$ cat config.mk
export PLATFORM = sky130hd
export DESIGN_NAME = gfps_csr
export DESIGN_NICKNAME = d
export VERILOG_FILES = /design/src/design/gfps_pkg.sv /design/src/design/gfps_csr.sv
export SDC_FILE = /design/constraint.sdc
export NUM_CORES = 1
export LEC_CHECK = 0
export BUFFER_PORTS_ARGS = -buffer_cell sky130_fd_sc_hd__buf_2
export CORE_ASPECT_RATIO = 1.25
export CORE_MARGIN = 10
export CORE_UTILIZATION = 25
export CTS_CLUSTER_DIAMETER = 200
export DETAILED_ROUTE_END_ITERATION = 6
export HOLD_SLACK_MARGIN = 0.06
export PLACE_DENSITY_LB_ADDON = 0.05
export SYNTH_ARGS = -nofsm -noshare
export SYNTH_HDL_FRONTEND = slang
export SYNTH_SLANG_ARGS = --single-unit
$ cat constraint.sdc
create_clock -name clock -period 2.3 [get_ports clock]
set_clock_uncertainty 0.1 [all_clocks]
set_input_delay 0.69 -clock clock [delete_from_list [all_inputs] [get_ports clock]]
set_output_delay 0.69 -clock clock [all_outputs]
set_load 0.02 [all_outputs]
$ cat src/design/gfps_pkg.sv
`timescale 1ns / 1ps
`default_nettype none

package gfps_pkg;

   // fixed-point format of shading quantities
   localparam int FRAC_BITS = 15;
   localparam int FX_W      = FRAC_BITS + 1;
   localparam int ONE_INT   = 1 << FRAC_BITS;

   localparam logic [FX_W-1:0] ONE_FX  = {1'b1, {FRAC_BITS{1'b0}}};
   localparam logic [FX_W-1:0] HALF_FX = {2'b01, {(FRAC_BITS - 1){1'b0}}};

   // sky reflection color, rounded to nearest
   localparam logic [FX_W-1:0] SKY_R_FX = FX_W'((ONE_INT * 4 + 2) / 5);
   localparam logic [FX_W-1:0] SKY_G_FX = FX_W'((ONE_INT * 17 + 10) / 20);
   localparam logic [FX_W-1:0] SKY_B_FX = FX_W'((ONE_INT * 9 + 5) / 10);

   // ior is Q2.14
   localparam logic [15:0] IOR_ONE = 16'd16384;

   // dot product is signed Q6.28, clamp point is 1.0
   localparam int DOT_W = 34;
   localparam logic signed [DOT_W-1:0] DOT_ONE = 34'sd268435456;

   // channel datapath widths
   localparam int BT_W  = 33 - FRAC_BITS;
   localparam int ED_W  = FX_W + 17;
   localparam int RF_W  = BT_W + FX_W + 1;
   localparam int MX_W  = (BT_W > FX_W) ? BT_W : FX_W;
   localparam int COL_W = ((MX_W > 16) ? MX_W : 16) + 2;
   localparam int PA_W  = COL_W + FX_W;
   localparam int PB_W  = 16 + FX_W;
   localparam int BL_W  = COL_W + FX_W + 1;
   localparam int OPW   = (FX_W > 16) ? FX_W : 16;

   // r0 divider widths
   localparam int QB    = FRAC_BITS + 1;
   localparam int CNT_W = $clog2(QB);
   localparam int DEN_W = 34;
   localparam int REM_W = DEN_W + QB + 1;

   // pipeline depth from transfer in to result strobe
   localparam int PIPE_DEPTH = 10;

   // register file
   localparam int CSR_AW = 5;
   localparam logic [2:0] CSR_IOR     = 3'd0;
   localparam logic [2:0] CSR_TINT_R  = 3'd1;
   localparam logic [2:0] CSR_TINT_G  = 3'd2;
   localparam logic [2:0] CSR_TINT_B  = 3'd3;
   localparam logic [2:0] CSR_OPACITY = 3'd4;

   localparam logic [15:0] IOR_RESET  = 16'd24576;
   localparam logic [15:0] TINT_RESET = 16'd32768;
   localparam logic [15:0] OPAC_RESET = 16'd32768;

   typedef struct packed {
      logic [15:0]           ior;
      logic [2:0][15:0]      tint;
      logic [FX_W-1:0]       alpha;
   } cfg_type;

   typedef enum logic [1:0] {
      DIV_IDLE,
      DIV_SQUARE,
      DIV_LOAD,
      DIV_RUN
   } div_state_type;

   // product of two fractions, rounded half up
   function automatic logic [FX_W-1:0] mulr_fx(input logic [FX_W-1:0] a,
                                                input logic [FX_W-1:0] b);
      logic [2*FX_W-1:0] p;
      p = (2*FX_W)'(a) * (2*FX_W)'(b) + (2*FX_W)'(HALF_FX);
      return p[FRAC_BITS +: FX_W];
   endfunction

endpackage

`default_nettype wire

$ cat src/design/gfps_csr.sv
`timescale 1ns / 1ps
`default_nettype none

module gfps_csr (
   input  wire logic                         clock,
   input  wire logic                         reset,
   input  wire logic                         psel,
   input  wire logic                         penable,
   input  wire logic                         pwrite,
   input  wire logic [gfps_pkg::CSR_AW-1:0]  paddr,
   input  wire logic [31:0]                  pwdata,
   output logic      [31:0]                  prdata,
   output logic                              pready,
   output gfps_pkg::cfg_type                 cfg,
   output logic                              ior_wr
);
   import gfps_pkg::*;

   logic [15:0]      ior_ff;
   logic [2:0][15:0] tint_ff;
   logic [15:0]      opac_ff;
   logic             wr_en;
   logic [2:0]       idx;
   logic [OPW-1:0]   opac_w;
   logic [15:0]      rd_val;

   assign pready = 1'b1;
   assign wr_en  = psel & penable & pwrite;
   assign idx    = paddr[CSR_AW-1:2];

   // register writes
   always_ff @(posedge clock) begin
      if (reset) begin
         ior_ff  <= IOR_RESET;
         tint_ff <= {TINT_RESET, TINT_RESET, TINT_RESET};
         opac_ff <= OPAC_RESET;
      end else if (wr_en) begin
         unique case (idx)
            CSR_IOR:     ior_ff     <= pwdata[15:0];
            CSR_TINT_R:  tint_ff[0] <= pwdata[15:0];
            CSR_TINT_G:  tint_ff[1] <= pwdata[15:0];
            CSR_TINT_B:  tint_ff[2] <= pwdata[15:0];
            CSR_OPACITY: opac_ff    <= pwdata[15:0];
            default: ;
         endcase
      end
   end

   // readback
   always_comb begin
      unique case (idx)
         CSR_IOR:     rd_val = ior_ff;
         CSR_TINT_R:  rd_val = tint_ff[0];
         CSR_TINT_G:  rd_val = tint_ff[1];
         CSR_TINT_B:  rd_val = tint_ff[2];
         CSR_OPACITY: rd_val = opac_ff;
         default:     rd_val = 16'h0000;
      endcase
   end
   assign prdata = {16'h0000, rd_val};

   // alpha clamps at one
   assign opac_w = OPW'(opac_ff);
   always_comb begin
      cfg.ior  = ior_ff;
      cfg.tint = tint_ff;
      if (opac_w > OPW'(ONE_FX)) begin
         cfg.alpha = ONE_FX;
      end else begin
         cfg.alpha = opac_w[FX_W-1:0];
      end
   end

   assign ior_wr = wr_en && (idx == CSR_IOR);

endmodule

`default_nettype wire

==> results.md <==
* GRT Overall Usage at 13.5%
* Die width at 133 um
* CP endpoint kind: output pin
* Most instantiated cells after synthesis: nand2b_1 (90), dfxtp_1 (80), mux2i_1 (80), a22oi_1 (30), buf_4 (22)
* FFs w/ async S/R, synth at 0%
* Failing checks: negative setup slack
* Peak VDD IR at around 0.00026 V
* Post-route clock period utilization at 108%
* Max clock buf depth at 2
* CP max-delay cell: o22ai_2
* Crit path depth at 7
* Critical path cell sequence: buf_12, buf_12, nor2b_4, buf_6, a22oi_1, o22ai_2, buf_6
* Max frequency at 402 MHz
* Layout Area Growth over Synthesis at 42.7%
* R2R setup slack at approximately 1300 ps
* Row count at between 50 and 60
* Worst EP arrival at 1700 ps
* Critical Path Max Stage Delay at ~180 ps
* TritonCTS clock tree: yes
* Detailed Routing Iterations Pass 1 at 4
* Syn Inst Count at 403
* Status: finished with violations
* I/O Buffers at 120
* Cell taking the most area after synthesis: dfxtp_1
* Vias after detailed routing at 3360
* Max Cap Viol at 0
* Critical Path End: prdata[0]
* RSZ-0062 raised after global routing: yes
* Hold Crit Class: flop to flop
* DRT Wirelength at 14600 um
* Slew Limit Fails at 0
* Routed len/inst at 19.3 um
* Crit-path leading delay family: buffers and inverters
* Post-synth top area share at 39.9%
* PwrDens at 533 nW/um2
* Final setup violation count at 17
* Root Driver: clkbuf_16
* Worst path required time at 1510 ps
* Number of diodes at 0
* Area contributors post-synth: dfxtp_1 (40%), mux2i_1 (20%), nand2b_1 (14%)
* Die H at 162 um
* DR iter-0 viols at ~110
* Starting Density at roughly a quarter
* Crit path launch: paddr[2]
* Antenna Violating Nets Remaining at 0
* Setup TNS at -2730 ps
* Ratio of cells with drive above 1 in the final layout at 44.0%
* Sequential fraction of the synthesis area at 39.9%
* Power, Total at roughly 3100 uW
* Latest clock arrival within the worst-skew pair at 330 ps
* CP Max Fanout at 7
* CTS Sinks at 80
* Reg-to-Reg End: ior_ff[14]
* DRC at 0
* HPWL after detailed placement at 10300 um
* Core area at between 15000 and 20000 um2
* Dpl cells at 734
* Number of enable flip-flop cells after synthesis at 0
* GRT Residual Overflow at 0
* Utilization after layout at 36.5%
* Full die area at 21600 um2
* IO Pins at 156
* CP bufs+invs at 4
* Primary FF master, synth: dfxtp_1
* Largest net degree at the start of global routing at 98
* Synth warn at 0
* Post-Syn Area at 4020 um2
* Reg2Reg Depth at 2
* WS Path Type: input port to output pin
* Global-route wire length before repair at 22600 um
* Fin cells at 757
* Vias in the first global route at 3641
* Count leader, synth: nand2b_1
* WHS at between 300 and 400 ps
* P_leak at 0.00275 uW
* Initial antenna violation count at 0
* CTS clk-pin slew, worst paths at roughly 60 ps
* Final Critical Period at 2490 ps
* Final worst setup slack at -188 ps
* Total CTS buffers at 9
* Fillers at roughly 1700
* R2R Path Start: ior_ff[14]
* Synth unique cells at 27
* Syn Area/Cell at ~10 um2
* Vias per cell at 4.44
* Post-synthesis register bit count at 80
* H-tree Lvls at 3
* Final nets at 582
* Gp weighted congestion at 0.755
* CP Launch Type: input port
* Register area at 1600 um2
* Area of the multi-input gates at between 2000 and 2500 um2
* Final Hold Fails at 0
cell type report:
type	count	share of cell area (%)
clock inverters	6	0.589
multi-input cells	286	42.2
clock buffers	10	3.99
flip-flops and latches	80	27.9
well taps	212	4.62
inverters	1	0.109
repair buffers	162	20.5
registers in the layout, indices dropped and copies added, names as in the netlist:
| signal | flops |
|---|---|
| opac_ff | 16 |
| cfg | 48 |
| ior_ff | 16 |
repair_timing:
item | 4_1_cts | 5_1_grt
hold buffers | 0 | 0
resized for setup | 67 | 18
cloned | 2 | 0
setup endpoints to repair | 17 | 17
buffers inserted | 5 | 3
pin swaps | 9 | 11
metal layers:
metal	track usage [%]	part of all wire, %
met4	5.15	1.8
met5	0	0
met3	3.30	5.2
met2	22.9	49
met1	16.0	44
stage by stage:
stage          instance area [um2]  setup WS, ps
3_3_place_gp                  5080          -391
4_1_cts                       5700          -205
3_5_place_dp                  5080          -394
5_1_grt                       5740          -234
2_1_floorplan                 4190          2.13
6_report                      5740          -188
power breakdown:
group	internal, uW	switching, uW	total [uW]
Clock	726	581	1310
Combinational	146	198	345
Sequential	1400	9.17	1410
worst reg2reg max path, cell delays in order, from the launching register on:
cell and delay, ps:
dfxtp_1 360, a21boi_0 140, a211o_1 260
layout by cell type, fill, tap and decap left out, drive strengths merged, types with 2 or more instances in the layout:
master	netlist	layout
a211o	2	2
a21boi	2	2
a22oi	30	30
and3	3	3
buf	33	161
clkbuf	18	11
clkinv	0	5
conb	2	17
dfxtp	80	80
inv	1	2
mux2	15	15
mux2i	80	80
nand2b	90	90
nand3	2	2
nand3b	2	2
nor2	6	6
nor2b	16	16
o22ai	15	15
logic make-up (layout without fill, tap and decap cells):
group | count (synthesis) | in the layout | synth area share [%]
AO/OA/AOI/OAI | 52 | 52 | 9.28
buffers and inverters | 52 | 179 | 7.69
multiplexers | 95 | 95 | 24.1
other | 2 | 17 | 0.187
AND/OR/NAND/NOR | 122 | 122 | 18.9
flip-flops | 80 | 80 | 39.9
worst min path at each step:
stage	slack (ps)	cells after the start	start	end
floorplan	360	2	opac_ff[11]	opac_ff[11]
global placement	370	2	opac_ff[8]	opac_ff[8]
detailed placement	380	2	opac_ff[10]	opac_ff[10]
CTS	390	2	opac_ff[10]	opac_ff[10]
global route	410	2	opac_ff[2]	opac_ff[2]
finish	390	2	cfg[50]	cfg[50]
Note: power is estimated with default switching activity, not from simulation.
