--- config.mk ---
export PLATFORM = sky130hd
export DESIGN_NAME = gfps_channel
export DESIGN_NICKNAME = d
export VERILOG_FILES = /design/src/design/gfps_pkg.sv /design/src/design/gfps_channel.sv
export SDC_FILE = /design/constraint.sdc
export NUM_CORES = 2
export LEC_CHECK = 0
export ABC_AREA = 1
export BUFFER_PORTS_ARGS = -buffer_cell sky130_fd_sc_hd__buf_2
export CORE_MARGIN = 2
export CORE_UTILIZATION = 49
export DETAILED_ROUTE_END_ITERATION = 8
export SYNTH_ARGS = -nofsm -noshare
export SYNTH_HDL_FRONTEND = slang
export SYNTH_SLANG_ARGS = --single-unit
--- constraint.sdc ---
create_clock -name clock -period 17.4 [get_ports clock]
set_input_delay 3.48 -clock clock [delete_from_list [all_inputs] [get_ports clock]]
set_output_delay 3.48 -clock clock [all_outputs]
set_load 0.01 [all_outputs]
--- src/design/gfps_pkg.sv ---
`timescale 1ns / 1ps
`default_nettype none

package gfps_pkg;

   // fixed-point format of shading quantities
   localparam int FRAC_BITS = 15;
   localparam int FX_W      = FRAC_BITS + 1;
   localparam int ONE_INT   = 1 << FRAC_BITS;

   localparam logic [FX_W-1:0] ONE_FX  = {1'b1, {FRAC_BITS{1'b0}}};
   localparam logic [FX_W-1:0] HALF_FX = {2'b01, {(FRAC_BITS - 1){1'b0}}};

   // sky reflection color, rounded to nearest
   localparam logic [FX_W-1:0] SKY_R_FX = FX_W'((ONE_INT * 4 + 2) / 5);
   localparam logic [FX_W-1:0] SKY_G_FX = FX_W'((ONE_INT * 17 + 10) / 20);
   localparam logic [FX_W-1:0] SKY_B_FX = FX_W'((ONE_INT * 9 + 5) / 10);

   // ior is Q2.14
   localparam logic [15:0] IOR_ONE = 16'd16384;

   // dot product is signed Q6.28, clamp point is 1.0
   localparam int DOT_W = 34;
   localparam logic signed [DOT_W-1:0] DOT_ONE = 34'sd268435456;

   // channel datapath widths
   localparam int BT_W  = 33 - FRAC_BITS;
   localparam int ED_W  = FX_W + 17;
   localparam int RF_W  = BT_W + FX_W + 1;
   localparam int MX_W  = (BT_W > FX_W) ? BT_W : FX_W;
   localparam int COL_W = ((MX_W > 16) ? MX_W : 16) + 2;
   localparam int PA_W  = COL_W + FX_W;
   localparam int PB_W  = 16 + FX_W;
   localparam int BL_W  = COL_W + FX_W + 1;
   localparam int OPW   = (FX_W > 16) ? FX_W : 16;

   // r0 divider widths
   localparam int QB    = FRAC_BITS + 1;
   localparam int CNT_W = $clog2(QB);
   localparam int DEN_W = 34;
   localparam int REM_W = DEN_W + QB + 1;

   // pipeline depth from transfer in to result strobe
   localparam int PIPE_DEPTH = 10;

   // register file
   localparam int CSR_AW = 5;
   localparam logic [2:0] CSR_IOR     = 3'd0;
   localparam logic [2:0] CSR_TINT_R  = 3'd1;
   localparam logic [2:0] CSR_TINT_G  = 3'd2;
   localparam logic [2:0] CSR_TINT_B  = 3'd3;
   localparam logic [2:0] CSR_OPACITY = 3'd4;

   localparam logic [15:0] IOR_RESET  = 16'd24576;
   localparam logic [15:0] TINT_RESET = 16'd32768;
   localparam logic [15:0] OPAC_RESET = 16'd32768;

   typedef struct packed {
      logic [15:0]           ior;
      logic [2:0][15:0]      tint;
      logic [FX_W-1:0]       alpha;
   } cfg_type;

   typedef enum logic [1:0] {
      DIV_IDLE,
      DIV_SQUARE,
      DIV_LOAD,
      DIV_RUN
   } div_state_type;

   // product of two fractions, rounded half up
   function automatic logic [FX_W-1:0] mulr_fx(input logic [FX_W-1:0] a,
                                                input logic [FX_W-1:0] b);
      logic [2*FX_W-1:0] p;
      p = (2*FX_W)'(a) * (2*FX_W)'(b) + (2*FX_W)'(HALF_FX);
      return p[FRAC_BITS +: FX_W];
   endfunction

endpackage

`default_nettype wire

--- src/design/gfps_channel.sv ---
`timescale 1ns / 1ps
`default_nettype none

module gfps_channel (
   input  wire logic                        clock,
   input  wire logic [15:0]                 back,
   input  wire logic [15:0]                 tint,
   input  wire logic [gfps_pkg::FX_W-1:0]   sky,
   input  wire logic [gfps_pkg::FX_W-1:0]   m3,
   input  wire logic [gfps_pkg::FX_W-1:0]   fres,
   input  wire logic [gfps_pkg::FX_W-1:0]   alpha,
   output logic      [15:0]                 shade
);
   import gfps_pkg::*;

   // backdrop delay line, tap k-1 holds stage k
   logic [7:0][15:0]   back_ff;
   logic [32:0]        bt_full;
   logic [BT_W-1:0]    bt_s3_ff, bt_s4_ff, bt_s5_ff, bt_s6_ff;
   logic [ED_W-1:0]    ed_full;
   logic [15:0]        edge_s5_ff, edge_s6_ff, edge_s7_ff;
   logic [RF_W-1:0]    rf_full;
   logic [BT_W-1:0]    refr_s7_ff;
   logic [FX_W-1:0]    refl_s7_ff;
   logic [COL_W-1:0]   col_s8_ff;
   logic [PA_W-1:0]    pa_s9_ff;
   logic [PB_W-1:0]    pb_s9_ff;
   logic [BL_W-1:0]    bl_sum;
   logic [BL_W-FRAC_BITS-1:0] bl_sh;
   logic [15:0]        shade_s10_in, shade_s10_ff;

   // backdrop times tint, and the edge glow
   assign bt_full = 33'(back_ff[1]) * 33'(tint) + 33'(HALF_FX);
   assign ed_full = ED_W'(tint) * ED_W'(m3) + ED_W'(ONE_FX);
   // refracted part
   assign rf_full = RF_W'(bt_s6_ff) * RF_W'(ONE_FX - fres) + RF_W'(HALF_FX);

   // blend and saturate
   always_comb begin
      bl_sum = BL_W'(pa_s9_ff) + BL_W'(pb_s9_ff) + BL_W'(HALF_FX);
      bl_sh  = bl_sum[BL_W-1:FRAC_BITS];
      if (|bl_sh[BL_W-FRAC_BITS-1:16]) begin
         shade_s10_in = 16'hFFFF;
      end else begin
         shade_s10_in = bl_sh[15:0];
      end
   end

   always_ff @(posedge clock) begin
      back_ff      <= {back_ff[6:0], back};
      bt_s3_ff     <= bt_full[FRAC_BITS +: BT_W];
      bt_s4_ff     <= bt_s3_ff;
      bt_s5_ff     <= bt_s4_ff;
      bt_s6_ff     <= bt_s5_ff;
      edge_s5_ff   <= ed_full[FX_W +: 16];
      edge_s6_ff   <= edge_s5_ff;
      edge_s7_ff   <= edge_s6_ff;
      refr_s7_ff   <= rf_full[FRAC_BITS +: BT_W];
      refl_s7_ff   <= mulr_fx(sky, fres);
      col_s8_ff    <= COL_W'(refr_s7_ff) + COL_W'(refl_s7_ff) + COL_W'(edge_s7_ff);
      pa_s9_ff     <= PA_W'(col_s8_ff) * PA_W'(alpha);
      pb_s9_ff     <= PB_W'(back_ff[7]) * PB_W'(ONE_FX - alpha);
      shade_s10_ff <= shade_s10_in;
   end

   assign shade = shade_s10_ff;

endmodule

`default_nettype wire

==> metrics.md <==
| Metric | Value |
|---|---|
| CTS tree | done |
| Final WL | 186000 um |
| WS Path Type | in2reg |
| Yosys Warn Count | 0 |
| Status | finished, final reports clean |
| Post-synth top area cell | fa_1 |
| Synth area leaders | fa_1 37%, ha_1 14%, inv_1 13% |
| Post-synth top area share | 37.5% |
| Cell count after synthesis | 8571 |
| GRT busiest layer | met2 |
| DIE AREA | 0.143 mm2 |
| Yosys cell types | 67 |
| Min Tclk post-route | 10.06 ns |
| Worst EP arrival | roughly 11 ns |
| Sum Neg Setup Slack | 0 ns |
| I/O pin total | 113 |
| Post-synthesis average cell area | 8.00 um2 |
| Initial DRC count | between 3000 and 4000 |
| Initial antenna violation count | 3 |
| Die height | 378 um |
| Slowest stage delay, CP | 0.96 ns |
| Initial core utilization | ~49% |
| Pin count of the biggest net entering global routing | 38 |
| Site Rows | about 140 |
| GRT met3 Usage | 2.72% |
| Fmax | 0.0994 GHz |
| Post-synth ARST share | 0% |
| Final Cycle Share | 57.8% |
| Detailed Place HPWL | 153000 um |
| Final-report hold violation count | 0 |
| Nets | 10601 |
| CP Capture Type | register |
| RSZ-0062 raised after global routing | no |
| Post-CTS setup buffers | 0 |
| Slowest-stage cell, CP | xnor2_1 |
| DR WL/cell | around 18 um |
| Core area | between 0.1 and 0.15 mm2 |
| Synth Net Count | between 10000 and 15000 |
| EDFF count, synth | 0 |
| Detail Route Antenna Nets | 0 |
| Final setup viols | 0 |
| Gpl congestion | 0.935 |
| Vias per std cell | 5.06 |
| Grt total ovfl | 0 |
| Mapped Area | 0.0685 mm2 |
| Worst-path clk slew | 0.06 ns |
| Yosys reg bits | 385 |
| Vias in the first global route | 55824 |
| First-pass GRT wire length | 302000 um |
| Most used DFF post-synth | dfxtp_1 |
| Share of cells above drive strength 1 | 3.88% |
| Syn-to-layout area delta | 5.14% |
| Hold-fix buffers, CTS | 0 |
| Met1 GRT Util | 36.4% |
| Clock Sinks | 385 |
| Met2 usage | 46.8% |
| Hold/Removal Path Class | reg2reg |
| Max-slew violation count | 0 |
| Max-cap violations | 0 |
| CP max FO | 37 |
| Worst slew margin | 16.7% |
| GRT Overall Usage | 27.0% |
| Via count of the routed design | 52511 |
| Die Span X | 378 um |
| CTS max path bufs | 3 |
| CTS resizes | 0 |
| CP Data Required Time | approximately 18 ns |
| Filler instances | between 10000 and 15000 |
| CTS buffer count | 41 |
| CTS H-tree depth | 2 |
| IO buf count | 112 |
| Ant. Diodes | 0 |
| Slew at the pin closest to its max-slew limit | 1.24 ns |
| DRT Pass-1 Iters | 8 |
| Critical Path Start Type | input port |
| Post-route DRC | 0 |
| Skew-Pair Late Insertion Delay | 0.60 ns |
| Sequential area share after synthesis | 11.2% |
| Clock skew | ~0.029 ns |
| Clock root cell | clkbuf_16 |
==> area by class of cell <==
cell class / count / area, um2 / area share (%)
multi-input cells: 5519 / 50700 / 70.4
inverters: 2369 / 8900 / 12.3
flip-flops and latches: 385 / 7710 / 10.7
well taps: 1876 / 2350 / 3.26
clock buffers: 50 / 1110 / 1.54
repair buffers: 156 / 891 / 1.24
clock inverters: 24 / 365 / 0.507
==> logic make-up (layout without fill, tap and decap cells) <==
| kind of cell | after synthesis | in the layout | synth area share, % |
|---|---|---|---|
| simple gates | 2820 | 2820 | 16.6 |
| buf+inv | 2667 | 2599 | 14.7 |
| fa+ha+maj | 2032 | 2032 | 51.1 |
| compound gates | 515 | 515 | 4.37 |
| flops | 385 | 385 | 11.2 |
| xor+xnor | 152 | 152 | 1.96 |
==> layout by cell type, fill, tap and decap left out, types with 6 or more instances in the layout <==
cell / Yosys / layout
inv_1: 2344 / 2344
nand2_1: 2056 / 2056
fa_1: 1283 / 1283
ha_1: 749 / 749
nor2_1: 445 / 445
dfxtp_1: 385 / 385
a21oi_1: 223 / 223
nand3_1: 152 / 152
o21ai_0: 129 / 129
buf_2: 12 / 112
xor2_1: 104 / 104
xnor2_1: 47 / 47
buf_4: 2 / 44
clkbuf_16: 0 / 41
nor3_1: 33 / 33
nand4_1: 32 / 32
a21o_1: 32 / 32
a31oi_1: 30 / 30
o21bai_1: 25 / 25
nand2_2: 20 / 20
nand3_2: 19 / 19
nor4_1: 19 / 19
inv_2: 13 / 13
a221oi_1: 11 / 11
nor2_2: 10 / 10
o21ai_1: 9 / 9
clkinv_1: 9 / 9
a21boi_0: 8 / 8
o211ai_1: 8 / 8
nor2_4: 6 / 6
or2_2: 6 / 6
o21a_1: 6 / 6
==> final timing paths <==
path                   to         start  depth (start not counted)  slack [ns]
min          back_ff[102]   back_ff[86]                          0        0.30
max reg2reg  pb_s9_ff[28]  back_ff[117]                         22       11.09
max          pb_s9_ff[28]      alpha[0]                         27        7.34
min reg2reg  back_ff[102]   back_ff[86]                          0        0.30
==> sequential cells by signal, summed over array words and instances (netlist names) <==
| register | cells |
|---|---|
| refl_s7_ff | 16 |
| col_s8_ff | 19 |
| bt_s5_ff | 18 |
| pb_s9_ff | 32 |
| refr_s7_ff | 18 |
| bt_s3_ff | 18 |
| pa_s9_ff | 36 |
| bt_s6_ff | 18 |
| back_ff | 128 |
| edge_s6_ff | 16 |
| edge_s7_ff | 16 |
| edge_s5_ff | 16 |
| shade | 16 |
| bt_s4_ff | 18 |
==> synthesized netlist by cell type, drive strengths merged (3+ instances only) <==
library cell,n
xor2,104
o21ai,142
a21oi,226
fa,1283
nor3,38
a21boi,10
xnor2,47
clkbuf,267
o21bai,26
nand3b,4
o221ai,3
and3,5
buf,31
nor2,461
a211oi,4
dfxtp,385
clkinv,11
a221oi,11
a31oi,30
o21a,6
ha,749
o31ai,4
nor4,21
or2,7
a21o,32
inv,2358
nand2,2078
o311ai,5
o211ai,9
nand4,34
nand3,171
==> layer usage <==
layer  vias to the layer above  wire [um]
li1                      24666          -
met1                     26173      82400
met2                      1415      90500
met3                       253       9370
met4                         4       4150
met5                         -         30
==> worst max-delay path: cells and delay by family <==
family | cells | cell delay (ns)
adder cells (fa/ha/maj) | 8 | 3.63
XOR/XNOR | 1 | 0.96
AO/OA/AOI/OAI | 4 | 0.92
buffers and inverters | 8 | 0.84
AND/OR/NAND/NOR | 6 | 0.70
==> through the flow <==
stage	setup WS, ns	utilization, %	instances	hold slack [ns]	area, um2
after CTS	7.41	51.8	10379	0.287	72100
final	7.34	51.8	10379	0.297	72100
after global routing	6.96	51.8	10379	0.307	72100
after floorplan	7.80	-	8571	0.310	68500
after global placement	6.80	50.7	10305	0.310	70600
after detailed placement	6.76	50.7	10305	0.312	70600
Power is not shown: default switching activity piles up to over one toggle a cycle in this logic, so the estimate is an artifact.
