[src/design/gfps_pkg.sv]
`timescale 1ns / 1ps
`default_nettype none

package gfps_pkg;

   // fixed-point format of shading quantities
   localparam int FRAC_BITS = 15;
   localparam int FX_W      = FRAC_BITS + 1;
   localparam int ONE_INT   = 1 << FRAC_BITS;

   localparam logic [FX_W-1:0] ONE_FX  = {1'b1, {FRAC_BITS{1'b0}}};
   localparam logic [FX_W-1:0] HALF_FX = {2'b01, {(FRAC_BITS - 1){1'b0}}};

   // sky reflection color, rounded to nearest
   localparam logic [FX_W-1:0] SKY_R_FX = FX_W'((ONE_INT * 4 + 2) / 5);
   localparam logic [FX_W-1:0] SKY_G_FX = FX_W'((ONE_INT * 17 + 10) / 20);
   localparam logic [FX_W-1:0] SKY_B_FX = FX_W'((ONE_INT * 9 + 5) / 10);

   // ior is Q2.14
   localparam logic [15:0] IOR_ONE = 16'd16384;

   // dot product is signed Q6.28, clamp point is 1.0
   localparam int DOT_W = 34;
   localparam logic signed [DOT_W-1:0] DOT_ONE = 34'sd268435456;

   // channel datapath widths
   localparam int BT_W  = 33 - FRAC_BITS;
   localparam int ED_W  = FX_W + 17;
   localparam int RF_W  = BT_W + FX_W + 1;
   localparam int MX_W  = (BT_W > FX_W) ? BT_W : FX_W;
   localparam int COL_W = ((MX_W > 16) ? MX_W : 16) + 2;
   localparam int PA_W  = COL_W + FX_W;
   localparam int PB_W  = 16 + FX_W;
   localparam int BL_W  = COL_W + FX_W + 1;
   localparam int OPW   = (FX_W > 16) ? FX_W : 16;

   // r0 divider widths
   localparam int QB    = FRAC_BITS + 1;
   localparam int CNT_W = $clog2(QB);
   localparam int DEN_W = 34;
   localparam int REM_W = DEN_W + QB + 1;

   // pipeline depth from transfer in to result strobe
   localparam int PIPE_DEPTH = 10;

   // register file
   localparam int CSR_AW = 5;
   localparam logic [2:0] CSR_IOR     = 3'd0;
   localparam logic [2:0] CSR_TINT_R  = 3'd1;
   localparam logic [2:0] CSR_TINT_G  = 3'd2;
   localparam logic [2:0] CSR_TINT_B  = 3'd3;
   localparam logic [2:0] CSR_OPACITY = 3'd4;

   localparam logic [15:0] IOR_RESET  = 16'd24576;
   localparam logic [15:0] TINT_RESET = 16'd32768;
   localparam logic [15:0] OPAC_RESET = 16'd32768;

   typedef struct packed {
      logic [15:0]           ior;
      logic [2:0][15:0]      tint;
      logic [FX_W-1:0]       alpha;
   } cfg_type;

   typedef enum logic [1:0] {
      DIV_IDLE,
      DIV_SQUARE,
      DIV_LOAD,
      DIV_RUN
   } div_state_type;

   // product of two fractions, rounded half up
   function automatic logic [FX_W-1:0] mulr_fx(input logic [FX_W-1:0] a,
                                                input logic [FX_W-1:0] b);
      logic [2*FX_W-1:0] p;
      p = (2*FX_W)'(a) * (2*FX_W)'(b) + (2*FX_W)'(HALF_FX);
      return p[FRAC_BITS +: FX_W];
   endfunction

endpackage

`default_nettype wire

[src/design/gfps_fresnel.sv]
`timescale 1ns / 1ps
`default_nettype none

module gfps_fresnel (
   input  wire logic                         clock,
   input  wire logic signed [15:0]           normal_x,
   input  wire logic signed [15:0]           normal_y,
   input  wire logic signed [15:0]           normal_z,
   input  wire logic signed [15:0]           view_x,
   input  wire logic signed [15:0]           view_y,
   input  wire logic signed [15:0]           view_z,
   input  wire logic [gfps_pkg::FX_W-1:0]    r0,
   output logic      [gfps_pkg::FX_W-1:0]    m3,
   output logic      [gfps_pkg::FX_W-1:0]    fres
);
   import gfps_pkg::*;

   logic signed [31:0]      prx_ff, pry_ff, prz_ff;
   logic signed [DOT_W-1:0] dot;
   logic [28:0]             dcl;
   logic [FX_W-1:0]         m_s2_in, m_s2_ff, m_s3_ff;
   logic [FX_W-1:0]         msq_s3_in, msq_s3_ff, msq_s4_ff;
   logic [FX_W-1:0]         m3_s4_in, m3_s4_ff;
   logic [FX_W-1:0]         m5_s5_in, m5_s5_ff;
   logic [FX_W-1:0]         fterm;
   logic [FX_W:0]           fsum;
   logic [FX_W-1:0]         fres_s6_in, fres_s6_ff;

   // stage 2: dot product, clamp, m = 1 - c
   always_comb begin
      dot = DOT_W'(prx_ff) + DOT_W'(pry_ff) + DOT_W'(prz_ff);
      priority if (dot[DOT_W-1]) begin
         dcl = '0;
      end else if (dot > DOT_ONE) begin
         dcl = 29'(DOT_ONE);
      end else begin
         dcl = dot[28:0];
      end
      m_s2_in = ONE_FX - dcl[28:28-FRAC_BITS];
   end

   // stages 3 to 5: powers of m
   assign msq_s3_in = mulr_fx(m_s2_ff, m_s2_ff);
   assign m3_s4_in  = mulr_fx(msq_s3_ff, m_s3_ff);
   assign m5_s5_in  = mulr_fx(m3_s4_ff, msq_s4_ff);

   // stage 6: Schlick term
   always_comb begin
      fterm = mulr_fx(ONE_FX - r0, m5_s5_ff);
      fsum  = {1'b0, r0} + {1'b0, fterm};
      if (fsum > {1'b0, ONE_FX}) begin
         fres_s6_in = ONE_FX;
      end else begin
         fres_s6_in = fsum[FX_W-1:0];
      end
   end

   always_ff @(posedge clock) begin
      prx_ff     <= normal_x * view_x;
      pry_ff     <= normal_y * view_y;
      prz_ff     <= normal_z * view_z;
      m_s2_ff    <= m_s2_in;
      m_s3_ff    <= m_s2_ff;
      msq_s3_ff  <= msq_s3_in;
      msq_s4_ff  <= msq_s3_ff;
      m3_s4_ff   <= m3_s4_in;
      m5_s5_ff   <= m5_s5_in;
      fres_s6_ff <= fres_s6_in;
   end

   assign m3   = m3_s4_ff;
   assign fres = fres_s6_ff;

endmodule

`default_nettype wire

[config.mk]
export PLATFORM = sky130hd
export DESIGN_NAME = gfps_fresnel
export DESIGN_NICKNAME = d
export VERILOG_FILES = /design/src/design/gfps_pkg.sv /design/src/design/gfps_fresnel.sv
export SDC_FILE = /design/constraint.sdc
export NUM_CORES = 2
export LEC_CHECK = 0
export BUFFER_PORTS_ARGS = -buffer_cell sky130_fd_sc_hd__buf_4
export CAP_MARGIN = 20
export CORE_MARGIN = 4
export CORE_UTILIZATION = 25
export DETAILED_ROUTE_END_ITERATION = 12
export PLACE_DENSITY_LB_ADDON = 0.25
export SLEW_MARGIN = 20
export SYNTH_ARGS = -nofsm -noshare
export SYNTH_HDL_FRONTEND = slang
export SYNTH_SLANG_ARGS = --single-unit
export TNS_END_PERCENT = 1
[constraint.sdc]
create_clock -name clock -period 27.3 [get_ports clock]
set_input_delay 4.095 -clock clock [delete_from_list [all_inputs] [get_ports clock]]
set_output_delay 4.095 -clock clock [all_outputs]
set_load 0.05 [all_outputs]
==> results.txt <==
- For this design the top-level I/O count stands at ~150.
- Setup repair after global routing missed its margin: no
- Number of hold-slack violations in the final timing report: 0
- Worst hold path class: reg -> reg
- Maximum number of pins on one net before global-route repair: 21
- In this run, CTS created clock tree buffers numbering 26.
- The cell that appears most often on the critical path is sky130_fd_sc_hd__fa_1.
- After detailed routing, the number of vias per cell comes to around 4.3.
- Once the clock tree was built, the setup fixing pass inserted 0 buffers.
- After the last flow step, the layout net total stands at 9819.
- The final layout contains routed wiring with a total length of around 170 mm.
* TritonCTS clock tree: yes
- Max stage delay cell, worst path: sky130_fd_sc_hd__xor2_2
* Layout Skew: 56.4 ps
* Leakage Power: between 0.03 and 0.04 uW
* Mean cell area of the mapped netlist: 9.18 sq um
* Peak supply drop: 274 uV
- Commonest non-fill, non-tap cell in the layout: sky130_fd_sc_hd__inv_1
- Final setup viols: 0
- Minimum clock period after layout: 13900 ps
* Sink Count: approximately 210
* Fin. max-slew vios: 0
- Sequential cell area fraction in the yosys report: 0.0611
- CP max stage delay: 780 ps
- Fraction of final layout cells with drive strength greater than 1: 0.0362
- The die covers 0.281 sq mm.
* Detailed placement HPWL: 142 mm
- Startpoint type of the worst setup path: primary input
* Power density over the cells: 121 mW/mm^2
- In the layout the commonest cells are 1876 x sky130_fd_sc_hd__inv_1, 1563 x sky130_fd_sc_hd__fa_1, 941 x sky130_fd_sc_hd__nand2_1, 727 x sky130_fd_sc_hd__and2_1, 727 x sky130_fd_sc_hd__ha_1.
- In this run the number of H-tree levels came out at 1.
- On the final layout, the worst hold slack is 585 ps.
* Result of the run: completed
* Number of register bits inferred by synthesis: 208
- Max Clock Freq: 71.9 MHz
* Slew Limit Headroom: 0.308
- The clock passes through at most 3 buffers.
- The number of antenna violations at the first check in global routing came to 7.
- Arr. time, crit path: about 14000 ps
- In this run, synthesis inferred 0 flip-flops with an integrated enable.
- The Yosys step of the flow raised 0 warnings.
* Pwr Total: approximately 9000 uW
- The number of gates resized after CTS was 0.
* DRT Pass-1 Iters: 7
* Register clock-pin slew on the reported worst setup and hold paths: 60 ps
* Count of standard-cell rows: 191
* Area Growth Syn to Fin: 8.69%
* Measured slew at the worst slew-check pin: roughly 1000 ps
- In the global route stage, overall resource usage came out at 0.127.
* First-pass GRT wire length: just under 300 mm
- The count of nets left with antenna violations once routing finished came out at 0.
* Async set or reset register ratio after synthesis: 0
- Cell at the root of the clock tree: sky130_fd_sc_hd__clkbuf_16
- The initial utilization of the core area, before any placement, comes to 0.252.
- The floorplan step set the die height to between 500 and 600 um.
- WL/cell: around 16 um
* Required @ worst endpoint: 27750 ps
- For this run the aggregate overflow at the end of global routing stands at 0.
- After detailed routing, the number of remaining DRC violations is 0.
- Area of the placeable core: 0.271 sq mm
* Clock latency of the later-clocked register in the worst-skew pair: 630 ps
* Number of hold buffers added after CTS: 0
* Vias in the first global route: 53400
- Floorplan die width: approximately 530 um
* Synth area leader: sky130_fd_sc_hd__fa_1
- After routing, the total negative slack on setup checks comes to 0 ps.
* CP Class: in -> reg
- Along the worst path, the maximum fanout reaches 16.
- Number of standard cells after synthesis: 7427
- The congestion estimate from routability-driven global placement came to approximately 0.82.
* Leading cell types by total area after synthesis: sky130_fd_sc_hd__fa_1 46%, sky130_fd_sc_hd__ha_1 13%, sky130_fd_sc_hd__inv_1 10%
* Commonest register cell after synthesis: sky130_fd_sc_hd__dfxtp_1
- Netlist cell types: 93
* Max cap viols: 0
* Port buffer count: 144
- Drt initial violations: between 1500 and 2000
* Final period util: 0.509
- Number of vias in the routed layout: 47200
- Measured on the finished design, the core utilization comes to 0.273.
- Kind of capture point of the worst setup path: flip-flop
* Proportion of netlist area held by the largest area contributor: 0.459
- Net count after synthesis: roughly 10000
- Cell Area, Synth: 0.0682 sq mm
==> Yosys cell counts, types with 4 or more instances <==
cell type                   number
sky130_fd_sc_hd__a2111oi_0       9
sky130_fd_sc_hd__a211o_1         6
sky130_fd_sc_hd__a211oi_1       11
sky130_fd_sc_hd__a21o_1         51
sky130_fd_sc_hd__a21oi_1       134
sky130_fd_sc_hd__a31oi_1        12
sky130_fd_sc_hd__a41o_1          4
sky130_fd_sc_hd__and2_1        727
sky130_fd_sc_hd__and3_1         21
sky130_fd_sc_hd__and4_1          5
sky130_fd_sc_hd__buf_2           4
sky130_fd_sc_hd__clkbuf_1      216
sky130_fd_sc_hd__dfxtp_1       208
sky130_fd_sc_hd__fa_1         1563
sky130_fd_sc_hd__ha_1          727
sky130_fd_sc_hd__inv_1        1876
sky130_fd_sc_hd__mux2i_1         6
sky130_fd_sc_hd__nand2_1       941
sky130_fd_sc_hd__nand2b_1       54
sky130_fd_sc_hd__nand3_1        33
sky130_fd_sc_hd__nand3b_1        4
sky130_fd_sc_hd__nand4_1        10
sky130_fd_sc_hd__nor2_1        185
sky130_fd_sc_hd__nor2b_1        32
sky130_fd_sc_hd__nor3_1         53
sky130_fd_sc_hd__nor3b_1         7
sky130_fd_sc_hd__nor4_1          9
sky130_fd_sc_hd__o2111ai_1       7
sky130_fd_sc_hd__o211ai_1       13
sky130_fd_sc_hd__o21a_1         45
sky130_fd_sc_hd__o21ai_0        74
sky130_fd_sc_hd__o21ai_1        12
sky130_fd_sc_hd__o21bai_1       18
sky130_fd_sc_hd__o22a_1          4
sky130_fd_sc_hd__o22ai_1         4
sky130_fd_sc_hd__o311a_1         4
sky130_fd_sc_hd__o31a_1          6
sky130_fd_sc_hd__o31ai_1         5
sky130_fd_sc_hd__o41ai_1         4
sky130_fd_sc_hd__or2_2           8
sky130_fd_sc_hd__or3_1          15
sky130_fd_sc_hd__xnor2_1       174
sky130_fd_sc_hd__xor2_1         51
==> sequential cells by signal (all words and copies together), names as in the netlist <==
name / cells
pry_ff: 32
prx_ff: 32
prz_ff: 32
m_s2_ff: 16
fres: 16
m_s3_ff: 16
m5_s5_ff: 16
msq_s3_ff: 16
m3: 16
msq_s4_ff: 16
==> worst max-delay path: cells and delay by family <==
kind	cells	cell delay, ps
adders and majority gates	9	3810
and+or+nand+nor	9	2090
muxes	1	470
xor gates and xnor gates	1	780
AOI/OAI and AO/OA	10	2830
buffers and inverters	3	240
==> stage by stage <==
stage | cells | instance area (sq um) | worst slack (ps)
after floorplan | 7427 | 68200 | 14040
after global placement | 11000 | 73200 | 12820
after detailed placement | 11000 | 73200 | 12760
after CTS | 11000 | 74100 | 13370
after global routing | 11000 | 74100 | 12740
final | 11000 | 74100 | 13400
==> cells by family after synthesis <==
| kind of cell | Yosys count | synth area share |
|---|---|---|
| mux | 7 | 0.00105 |
| flops | 208 | 0.0611 |
| simple gates | 2124 | 0.154 |
| xor+xnor | 226 | 0.0291 |
| buf+inv | 2097 | 0.116 |
| compound gates | 475 | 0.0471 |
| fa+ha+maj | 2290 | 0.592 |
==> final cells by class <==
| cell class | count | area (sq um) |
|---|---|---|
| Fill cell | 29200 | 197000 |
| Multi-Input combinational cell | 5122 | 56200 |
| Inverter | 1876 | 7040 |
| Tap cell | 3570 | 4470 |
| Sequential cell | 208 | 4160 |
| Timing Repair Buffer | 182 | 1370 |
| Clock buffer | 37 | 772 |
| Clock inverter | 10 | 114 |
| Antenna cell | 1 | 2.50 |
==> per-layer routing <==
| metal | up-vias | global-route usage | part of all wire |
|---|---|---|---|
| met2 | 701 | 0.233 | 0.51 |
| met4 | 2 | 0.0105 | 0.0090 |
| met3 | 112 | 0.00912 | 0.031 |
| li1 | 21900 | - | - |
| met5 | - | 0 | 0.00012 |
| met1 | 24500 | 0.169 | 0.45 |
==> where the power goes <==
group	internal (uW)	switching [uW]
logic	3300	4700
registers	512	120
clock network	207	150
total	4020	4970
==> worst paths after layout <==
check / from / to / slack (ps) / depth (start not counted)
setup / recovery: r0[5] / fres[2]$_SDFF_PN0_ / 13400 / 33
hold / removal: m_s2_ff[5]$_DFF_P_ / m_s3_ff[5]$_DFF_P_ / 590 / 1
setup reg to reg: m5_s5_ff[3]$_DFF_P_ / fres[2]$_SDFF_PN0_ / 17990 / 29
hold reg to reg: m_s2_ff[5]$_DFF_P_ / m_s3_ff[5]$_DFF_P_ / 590 / 1
No activity file was read; power rests on OpenSTA's default activity.
